--- config.mk ---
export PLATFORM = sky130hd
export DESIGN_NAME = servo_reply_frame_receiver_core
export DESIGN_NICKNAME = d
export VERILOG_FILES = /design/src/rtl/srfr_pkg.sv /design/src/rtl/srfr_datapath.sv /design/src/rtl/srfr_ctrl.sv /design/src/rtl/servo_reply_frame_receiver_core.sv
export SDC_FILE = /design/constraint.sdc
export NUM_CORES = 1
export LEC_CHECK = 0
export ABC_AREA = 1
export BUFFER_PORTS_ARGS = -buffer_cell sky130_fd_sc_hd__buf_2
export CAP_MARGIN = 20
export CORE_UTILIZATION = 54
export CTS_CLUSTER_DIAMETER = 80
export DETAILED_ROUTE_END_ITERATION = 16
export PLACE_DENSITY = 0.73
export SLEW_MARGIN = 40
export SYNTH_ARGS = -nofsm -noshare
export SYNTH_HDL_FRONTEND = slang
export SYNTH_SLANG_ARGS = --single-unit
--- constraint.sdc ---
create_clock -name clk -period 4.3 [get_ports clk]
set_input_delay 0.645 -clock clk [delete_from_list [all_inputs] [get_ports clk]]
set_output_delay 0.645 -clock clk [all_outputs]
set_load 0.005 [all_outputs]
--- src/rtl/srfr_pkg.sv ---
// package for the servo reply frame receiver
// holds item structs, controller/datapath interface structs and protocol codes
// no dependencies

package srfr_pkg;

    // default longest frame length field accepted
    localparam int MAX_PAYLOAD_LEN_DEF = 10;

    // frame constants
    localparam logic [7:0] HDR_BYTE = 8'h55;
    localparam logic [7:0] MIN_LEN  = 8'd3;

    // input opcodes
    localparam logic [1:0] OP_ARM  = 2'd0;
    localparam logic [1:0] OP_BYTE = 2'd1;
    localparam logic [1:0] OP_TICK = 2'd2;

    // result status codes
    localparam logic [2:0] ST_OK       = 3'd0;
    localparam logic [2:0] ST_TIMEOUT  = 3'd1;
    localparam logic [2:0] ST_HEADER   = 3'd2;
    localparam logic [2:0] ST_LENGTH   = 3'd3;
    localparam logic [2:0] ST_CHECKSUM = 3'd4;
    localparam logic [2:0] ST_ID       = 3'd5;
    localparam logic [2:0] ST_CMD      = 3'd6;

    // configuration register indexes
    localparam int          CFG_W             = 16;
    localparam logic [0:0]  CFG_TIMEOUT_TICKS = 1'd0;
    localparam logic [0:0]  CFG_BROADCAST_ID  = 1'd1;

    localparam logic [15:0] TIMEOUT_RESET   = 16'd100;
    localparam logic [7:0]  BROADCAST_RESET = 8'd254;

    typedef struct packed {
        logic [1:0] opcode;
        logic [7:0] rx_byte;
        logic [7:0] req_id;
        logic [7:0] req_cmd;
    } item_t;

    typedef struct packed {
        logic [2:0] status;
        logic [7:0] servo_id;
        logic [7:0] command;
        logic [3:0] payload_length;
        logic [2:0] param_index;
        logic [7:0] param_byte;
        logic       param_valid;
        logic       last;
    } result_t;

    // controller to datapath
    typedef struct packed {
        logic       arm;
        logic       byte_seen;
        logic       tick;
        logic       take_id;
        logic       take_len;
        logic       take_body;
        logic       finish;
        logic [2:0] fin_status;
        logic       advance;
    } ctrl_cmd_t;

    // datapath to controller
    typedef struct packed {
        logic       hdr_match;
        logic       len_bad;
        logic       body_end;
        logic       tick_expire;
        logic [2:0] frame_status;
        logic       emit_last;
    } dp_stat_t;

endpackage

--- src/rtl/srfr_datapath.sv ---
// datapath of the servo reply frame receiver: config, frame fields,
// checksum, parameter store, tick counter and result formatting
// depends on srfr_pkg

module srfr_datapath #(
    parameter int MAX_PAYLOAD_LEN = srfr_pkg::MAX_PAYLOAD_LEN_DEF
) (
    input  logic                          clk,
    input  logic                          rst_n,
    input  logic                          cfg_we,
    input  logic [0:0]                    cfg_index,
    input  logic [srfr_pkg::CFG_W-1:0]    cfg_data,
    input  srfr_pkg::item_t               item,
    input  srfr_pkg::ctrl_cmd_t           cmd,
    output srfr_pkg::dp_stat_t            stat,
    output srfr_pkg::result_t             result
);

    localparam int SLOTS = MAX_PAYLOAD_LEN - 3;
    localparam int LEN_W = $clog2(MAX_PAYLOAD_LEN + 1);
    localparam int CNT_W = $clog2(SLOTS + 1);
    localparam int IDX_W = (SLOTS > 1) ? $clog2(SLOTS) : 1;
    localparam logic [7:0] MAX_LEN_B = 8'(MAX_PAYLOAD_LEN);

    logic [15:0]      timeout_reg;
    logic [7:0]       broadcast_reg;
    logic [15:0]      ticks_reg;
    logic [7:0]       want_id_reg;
    logic [7:0]       want_cmd_reg;
    logic [7:0]       got_id_reg;
    logic [LEN_W-1:0] got_len_reg;
    logic [7:0]       got_cmd_reg;
    logic [LEN_W-1:0] body_cnt_reg;
    logic [7:0]       sum_reg;
    logic [7:0]       store_reg [SLOTS];
    logic [2:0]       res_status_reg;
    logic             res_ok_reg;
    logic [CNT_W-1:0] emit_cnt_reg;

    logic [15:0]      ticks_inc;
    logic [LEN_W-1:0] nparams;
    logic [LEN_W-1:0] slot;
    logic             have_params;

    assign ticks_inc   = (ticks_reg == 16'hFFFF) ? ticks_reg : ticks_reg + 16'd1;
    assign nparams     = got_len_reg - LEN_W'(srfr_pkg::MIN_LEN);
    assign slot        = body_cnt_reg - LEN_W'(1);
    assign have_params = (nparams != '0);

    // status toward the controller
    always_comb
    begin
        stat.hdr_match   = (item.rx_byte == srfr_pkg::HDR_BYTE);
        stat.len_bad     = (item.rx_byte < srfr_pkg::MIN_LEN) || (item.rx_byte > MAX_LEN_B);
        stat.body_end    = ((body_cnt_reg + LEN_W'(2)) >= got_len_reg);
        stat.tick_expire = (ticks_inc >= timeout_reg);
        if (~sum_reg != item.rx_byte)
            stat.frame_status = srfr_pkg::ST_CHECKSUM;
        else if (want_id_reg != broadcast_reg && got_id_reg != want_id_reg)
            stat.frame_status = srfr_pkg::ST_ID;
        else if (got_cmd_reg != want_cmd_reg)
            stat.frame_status = srfr_pkg::ST_CMD;
        else
            stat.frame_status = srfr_pkg::ST_OK;
        stat.emit_last = !res_ok_reg || !have_params
                         || ((LEN_W'(emit_cnt_reg) + LEN_W'(1)) == nparams);
    end

    // result item
    always_comb
    begin
        result.status         = res_status_reg;
        result.servo_id       = got_id_reg;
        result.command        = got_cmd_reg;
        result.payload_length = res_ok_reg ? 4'(got_len_reg) : 4'd0;
        result.param_valid    = res_ok_reg && have_params;
        result.param_index    = result.param_valid ? 3'(emit_cnt_reg) : 3'd0;
        result.param_byte     = result.param_valid ? store_reg[emit_cnt_reg[IDX_W-1:0]]
                                                   : 8'd0;
        result.last           = stat.emit_last;
    end

    always_ff @(posedge clk or negedge rst_n)
    begin
        if (!rst_n)
        begin
            timeout_reg    <= srfr_pkg::TIMEOUT_RESET;
            broadcast_reg  <= srfr_pkg::BROADCAST_RESET;
            ticks_reg      <= '0;
            want_id_reg    <= '0;
            want_cmd_reg   <= '0;
            got_id_reg     <= '0;
            got_len_reg    <= '0;
            got_cmd_reg    <= '0;
            body_cnt_reg   <= '0;
            sum_reg        <= '0;
            res_status_reg <= srfr_pkg::ST_OK;
            res_ok_reg     <= 1'b0;
            emit_cnt_reg   <= '0;
        end
        else
        begin
            if (cfg_we)
            begin
                if (cfg_index == srfr_pkg::CFG_TIMEOUT_TICKS)
                    timeout_reg <= cfg_data;
                else
                    broadcast_reg <= cfg_data[7:0];
            end
            if (cmd.arm)
            begin
                want_id_reg  <= item.req_id;
                want_cmd_reg <= item.req_cmd;
                got_id_reg   <= '0;
                got_len_reg  <= '0;
                got_cmd_reg  <= '0;
                body_cnt_reg <= '0;
                sum_reg      <= '0;
                ticks_reg    <= '0;
            end
            if (cmd.byte_seen)
                ticks_reg <= '0;
            if (cmd.tick)
                ticks_reg <= ticks_inc;
            if (cmd.take_id)
            begin
                got_id_reg <= item.rx_byte;
                sum_reg    <= item.rx_byte;
            end
            if (cmd.take_len)
            begin
                got_len_reg  <= LEN_W'(item.rx_byte);
                sum_reg      <= sum_reg + item.rx_byte;
                body_cnt_reg <= '0;
            end
            if (cmd.take_body)
            begin
                if (body_cnt_reg == '0)
                    got_cmd_reg <= item.rx_byte;
                sum_reg      <= sum_reg + item.rx_byte;
                body_cnt_reg <= body_cnt_reg + LEN_W'(1);
            end
            if (cmd.finish)
            begin
                res_status_reg <= cmd.fin_status;
                res_ok_reg     <= (cmd.fin_status == srfr_pkg::ST_OK);
                emit_cnt_reg   <= '0;
            end
            if (cmd.advance)
                emit_cnt_reg <= emit_cnt_reg + CNT_W'(1);
        end
    end

    // parameter store, no reset: only written slots are read
    always_ff @(posedge clk)
    begin
        if (cmd.take_body && body_cnt_reg != '0 && slot < LEN_W'(SLOTS))
            store_reg[slot[IDX_W-1:0]] <= item.rx_byte;
    end

endmodule

--- src/rtl/srfr_ctrl.sv ---
// controller of the servo reply frame receiver: frame phase and result sequencing
// depends on srfr_pkg

module srfr_ctrl (
    input  logic                  clk,
    input  logic                  rst_n,
    input  logic                  item_valid,
    output logic                  item_ready,
    input  logic [1:0]            opcode,
    output logic                  result_valid,
    input  logic                  result_ready,
    input  srfr_pkg::dp_stat_t    stat,
    output srfr_pkg::ctrl_cmd_t   cmd
);

    localparam logic [2:0] S_IDLE = 3'd0;
    localparam logic [2:0] S_HDR1 = 3'd1;
    localparam logic [2:0] S_HDR2 = 3'd2;
    localparam logic [2:0] S_ID   = 3'd3;
    localparam logic [2:0] S_LEN  = 3'd4;
    localparam logic [2:0] S_BODY = 3'd5;
    localparam logic [2:0] S_EMIT = 3'd6;

    logic [2:0] state_reg;
    logic [2:0] state_next;

    assign item_ready   = (state_reg != S_EMIT);
    assign result_valid = (state_reg == S_EMIT);

    always_comb
    begin
        state_next = state_reg;
        cmd        = '0;
        if (state_reg == S_EMIT)
        begin
            if (result_ready)
            begin
                if (stat.emit_last)
                    state_next = S_IDLE;
                else
                    cmd.advance = 1'b1;
            end
        end
        else if (item_valid)
        begin
            unique case (opcode)
                srfr_pkg::OP_ARM:
                begin
                    cmd.arm    = 1'b1;
                    state_next = S_HDR1;
                end
                srfr_pkg::OP_BYTE:
                begin
                    if (state_reg != S_IDLE)
                    begin
                        cmd.byte_seen = 1'b1;
                        unique case (state_reg)
                            S_HDR1:
                            begin
                                if (stat.hdr_match)
                                    state_next = S_HDR2;
                            end
                            S_HDR2:
                            begin
                                if (stat.hdr_match)
                                    state_next = S_ID;
                                else
                                begin
                                    cmd.finish     = 1'b1;
                                    cmd.fin_status = srfr_pkg::ST_HEADER;
                                    state_next     = S_EMIT;
                                end
                            end
                            S_ID:
                            begin
                                cmd.take_id = 1'b1;
                                state_next  = S_LEN;
                            end
                            S_LEN:
                            begin
                                if (stat.len_bad)
                                begin
                                    cmd.finish     = 1'b1;
                                    cmd.fin_status = srfr_pkg::ST_LENGTH;
                                    state_next     = S_EMIT;
                                end
                                else
                                begin
                                    cmd.take_len = 1'b1;
                                    state_next   = S_BODY;
                                end
                            end
                            S_BODY:
                            begin
                                if (stat.body_end)
                                begin
                                    cmd.finish     = 1'b1;
                                    cmd.fin_status = stat.frame_status;
                                    state_next     = S_EMIT;
                                end
                                else
                                    cmd.take_body = 1'b1;
                            end
                            default:
                            begin
                            end
                        endcase
                    end
                end
                srfr_pkg::OP_TICK:
                begin
                    if (state_reg != S_IDLE)
                    begin
                        cmd.tick = 1'b1;
                        if (stat.tick_expire)
                        begin
                            cmd.finish     = 1'b1;
                            cmd.fin_status = srfr_pkg::ST_TIMEOUT;
                            state_next     = S_EMIT;
                        end
                    end
                end
                default:
                begin
                end
            endcase
        end
    end

    always_ff @(posedge clk or negedge rst_n)
    begin
        if (!rst_n)
            state_reg <= S_IDLE;
        else
            state_reg <= state_next;
    end

endmodule

--- src/rtl/servo_reply_frame_receiver_core.sv ---
// top level of the servo reply frame receiver
// instantiates srfr_ctrl and srfr_datapath, depends on srfr_pkg

// An arm item latches the expected servo id and command and starts a hunt for
// a reply frame 0x55 0x55, id, length, command, parameters, checksum, fed one
// received byte per item; tick items drive the inter-byte timeout. Input
// items are taken back to back while item_ready is high. An item that ends
// the attempt (error, timeout or a complete frame) produces one result item,
// or one per parameter byte on a good frame with parameters (up to
// MAX_PAYLOAD_LEN-3), presented one per cycle while result_ready is high,
// from the parameter store; item_ready stays low from that point until the
// item marked last has been taken. Configuration writes go straight to the
// registers and are taken at any time.

module servo_reply_frame_receiver_core #(
    parameter int MAX_PAYLOAD_LEN = srfr_pkg::MAX_PAYLOAD_LEN_DEF
) (
    input  logic                        clk,
    input  logic                        rst_n,
    // input item channel
    input  logic                        item_valid,
    output logic                        item_ready,
    input  srfr_pkg::item_t             item,
    // result item channel
    output logic                        result_valid,
    input  logic                        result_ready,
    output srfr_pkg::result_t           result,
    // configuration write port
    input  logic                        cfg_we,
    input  logic [0:0]                  cfg_index,
    input  logic [srfr_pkg::CFG_W-1:0]  cfg_data
);

    // command and status between controller and datapath
    srfr_pkg::ctrl_cmd_t cmd;
    srfr_pkg::dp_stat_t  stat;

    // controller owns the frame phase and the emit sequencing
    srfr_ctrl u_ctrl (
        .clk          (clk),
        .rst_n        (rst_n),
        .item_valid   (item_valid),
        .item_ready   (item_ready),
        .opcode       (item.opcode),
        .result_valid (result_valid),
        .result_ready (result_ready),
        .stat         (stat),
        .cmd          (cmd)
    );

    // datapath holds config, frame fields, checksum and the parameter store;
    // result fields come straight from its registers so they hold under stall
    srfr_datapath #(
        .MAX_PAYLOAD_LEN (MAX_PAYLOAD_LEN)
    ) u_datapath (
        .clk       (clk),
        .rst_n     (rst_n),
        .cfg_we    (cfg_we),
        .cfg_index (cfg_index),
        .cfg_data  (cfg_data),
        .item      (item),
        .cmd       (cmd),
        .stat      (stat),
        .result    (result)
    );

endmodule

==> results by group <==
GRT
  • Initial antenna violation count: 0
  • Largest net degree at the start of global routing: 70
  • GR Util met1: about a third
  • First-pass GRT wire length: 31.95 mm
  • Grt total ovfl: 0
  • GRT met3 Usage: 4.732%
  • Met2 GRT Util: about two fifths
  • Total global-route track usage: 25.70%
  • Gr busiest metal: met2
  • Number of global-route vias before repair: 6459

Clock tree
  • Num CTS Buffers: 17
  • Clock Latency Late Sink: 0.43 ns
  • Clock Path Buffers: 2
  • CTS tree: yes
  • Root Buffer: clkbuf_16
  • Clk slew on worst S/H paths: roughly 0.060 ns
  • Hold_buf cts: 0
  • H-tree Lvls: 4
  • PostCTS Resize Cnt: 0
  • CTS Sinks: approximately 150
  • Postcts setup bufs: 0

Power
  • Total power divided by cell area: 394.3 nW/um2
  • Maximum vdd drop: 0.3167 mV
  • Static leakage: 4.652 nW

Synthesis
  • Mux contribution to synthesized area: 0%
  • Syn_nets: ~1.1k
  • Primary FF master, synth: dfrtp_1
  • Post-synthesis adder-cell area fraction: around 6.3%
  • Synthesized flop and latch total: approximately 150
  • Largest family of logic cells by synthesized area: simple AND/OR/NAND/NOR gates
  • Synth async-reset ratio: 63.64%
  • Sequential area share after synthesis: 48.89%
  • Number of synthesized flops with an enable pin: 56
  • Post-synthesis xor/xnor area fraction: 4.322%
  • Simple-gate area share of the yosys netlist: between 20% and 30%
  • Area contributors post-synth: dfrtp_1 (26%), edfxtp_1 (20%), nand2_1 (13%)
  • Post-synthesis compound-gate area fraction: about a tenth
  • Distinct cell type count after synthesis: 49
  • Mapped Avg Cell Area: 8.533 um2
  • Area fraction of the dominant cell type after synthesis: between 20% and 30%
  • Mapped Cells: between 900 and 1k
  • Ys Warns: 0
  • Dominant cell type by area after synthesis: dfrtp_1
  • Syn Std Cell Area: 8482 um2

Layout
  • Max reg flops: 56
  • Share of cells above drive strength 1: ~16%
  • Register area: 4146 um2
  • Ant diodes: 0
  • Area Growth Syn to Fin: 13.65%
  • Post-layout util: 63.17%
  • # fillers: 1327
  • Multi-input combinational cell area: 3809 um2
  • Nets: roughly 1.2k
  • Most frequent cells in the layout: nand2_1 (299), inv_1 (95), dfrtp_1 (88)
  • Most common cell after layout, fill and taps aside: nand2_1

Setup path
  • Arr. time, crit path: 3.14 ns
  • R2r worst-path depth: 12
  • Startpoint types: flop
  • RR Endpoint: u_datapath.store_reg[0][7]$_DFFE_PP_
  • Worst r2r src: u_datapath.body_cnt_reg[1]$_DFFE_PN0P_
  • Data required, critical path: 4.36 ns
  • Crit path max fanout: 8
  • Setup Crit Path Kind: flop to flop
  • Critical path endpoint category: flop
  • R2R Setup Slk: 1.23 ns

Drt
  • DR pass1 iterations: 5
  • DR DRC count: 0
  • Routed len/inst: 15.08 um
  • Routed wire length: 19.65 mm
  • Vias: 6917
  • Iter 0 DRT Violations: 489
  • Final ANT Viol Nets: 0
  • Vias per cell: 5.309

Hold path
  • Hold crit path type: input pin to async pin

STA
  • Max frequency: approximately 330 MHz
  • Slew Limit Fails: 0
  • Slew margin rel.: 51.87%
  • Slew of the pin with the lowest slew margin: 0.7212 ns
  • Endpoints failing hold: 0
  • Clk_skew: about 0.0095 ns
  • Fin crit share: 71.50%
  • RSZ-0062 raised after global routing: false
  • Setup-failing EPs final: 0
  • Setup TNS: 0 ns
  • Min cycle time layout: 3.074 ns

Floorplanning
  • DIE HEIGHT: 127.3 um
  • Core area: 15260 um2
  • Die width: 127.3 um
  • Starting Density: between 50 and 60%
  • # rows: 45
  • I/O Pins: 86
  • Die ar.: 16210 um2

Place
  • Hpwl dp: 14.10 mm
  • IO Port Bufs: 85
  • Placer Congestion: 0.8954

Run
  • Max-cap violations: 0

Status
  • Status: finished clean
==> cells in the mapped netlist (13+ instances only) <==
| cell type | instances |
|---|---|
| nand2_1 | 300 |
| inv_1 | 95 |
| dfrtp_1 | 88 |
| nor2_1 | 72 |
| o21ai_0 | 64 |
| edfxtp_1 | 56 |
| nand3_1 | 49 |
| ha_1 | 41 |
| a21oi_1 | 38 |
| xnor2_1 | 27 |
| inv_2 | 15 |
| clkbuf_1 | 14 |
| o22ai_1 | 14 |
| xor2_1 | 13 |
==> critical path: stages, from the launching register on <==
cell and delay, ns:
dfrtp_1 0.41, inv_1 0.18, ha_1 0.27, ha_1 0.27, nand2_1 0.05, inv_1 0.04, nand3_1 0.06, nand3_1 0.10
nor2_1 0.16, nand3_2 0.21, nor3_1 0.24, nand2_1 0.16, nor2_1 0.57
==> logic make-up after synthesis <==
| family | after synthesis |
|---|---|
| compound gates | 151 |
| xor+xnor | 41 |
| fa+ha+maj | 42 |
| buf+inv | 135 |
| flops | 154 |
| simple gates | 471 |
==> where the power goes <==
group | total [mW] | leakage, nW | switching (mW) | internal, mW
Combinational | 0.677 | 2.62 | 0.416 | 0.261
Clock | 1.38 | 0.257 | 0.583 | 0.797
Sequential | 1.74 | 1.77 | 0.109 | 1.64
Total | 3.80 | 4.65 | 1.11 | 2.69
==> how the worst max path moves through the flow <==
stage,startpoint,end,slack (ns),cells after the start
2_1_floorplan,u_datapath.body_cnt_reg[2]$_DFFE_PN0P_,u_datapath.store_reg[6][0]$_DFFE_PP_,1.40,12
3_3_place_gp,u_datapath.body_cnt_reg[1]$_DFFE_PN0P_,u_datapath.store_reg[0][4]$_DFFE_PP_,1.28,12
3_5_place_dp,u_datapath.body_cnt_reg[1]$_DFFE_PN0P_,u_datapath.store_reg[0][3]$_DFFE_PP_,1.19,12
4_1_cts,u_datapath.body_cnt_reg[2]$_DFFE_PN0P_,u_datapath.store_reg[0][7]$_DFFE_PP_,1.17,10
5_1_grt,u_datapath.body_cnt_reg[2]$_DFFE_PN0P_,u_datapath.store_reg[0][7]$_DFFE_PP_,0.91,10
6_report,u_datapath.body_cnt_reg[1]$_DFFE_PN0P_,u_datapath.store_reg[0][7]$_DFFE_PP_,1.23,12
==> metrics by stage <==
stage / power, mW / worst slack (ns) / cells / cell area [um2] / hold slack, ns
finish: 3.801 / 1.226 / 1303 / 9639 / 0.2227
global route: 3.992 / 0.9148 / 1303 / 9639 / 0.2643
CTS: 3.826 / 1.172 / 1303 / 9639 / 0.2381
detailed placement: 2.444 / 1.187 / 1271 / 9101 / 0.4578
global placement: 2.429 / 1.281 / 1271 / 9095 / 0.4525
floorplan: 2.226 / 1.403 / 994 / 8482 / 0.3494
==> layer usage <==
metal | wire length (um) | vias to the layer above
li1 | - | 3433
met5 | 0 | -
met3 | 1107 | 43
met4 | 476 | 0
met1 | 8896 | 3202
met2 | 9172 | 239
==> cell type report <==
cell class | instances | share of cell area [%]
clock buffers | 22 | 4.608
clock inverters | 10 | 0.9735
inverters | 112 | 4.361
multi-input cells | 705 | 39.51
flip-flops and latches | 154 | 43.02
well taps | 211 | 2.739
repair buffers | 89 | 4.790
No activity file was read; power rests on OpenSTA's default activity.
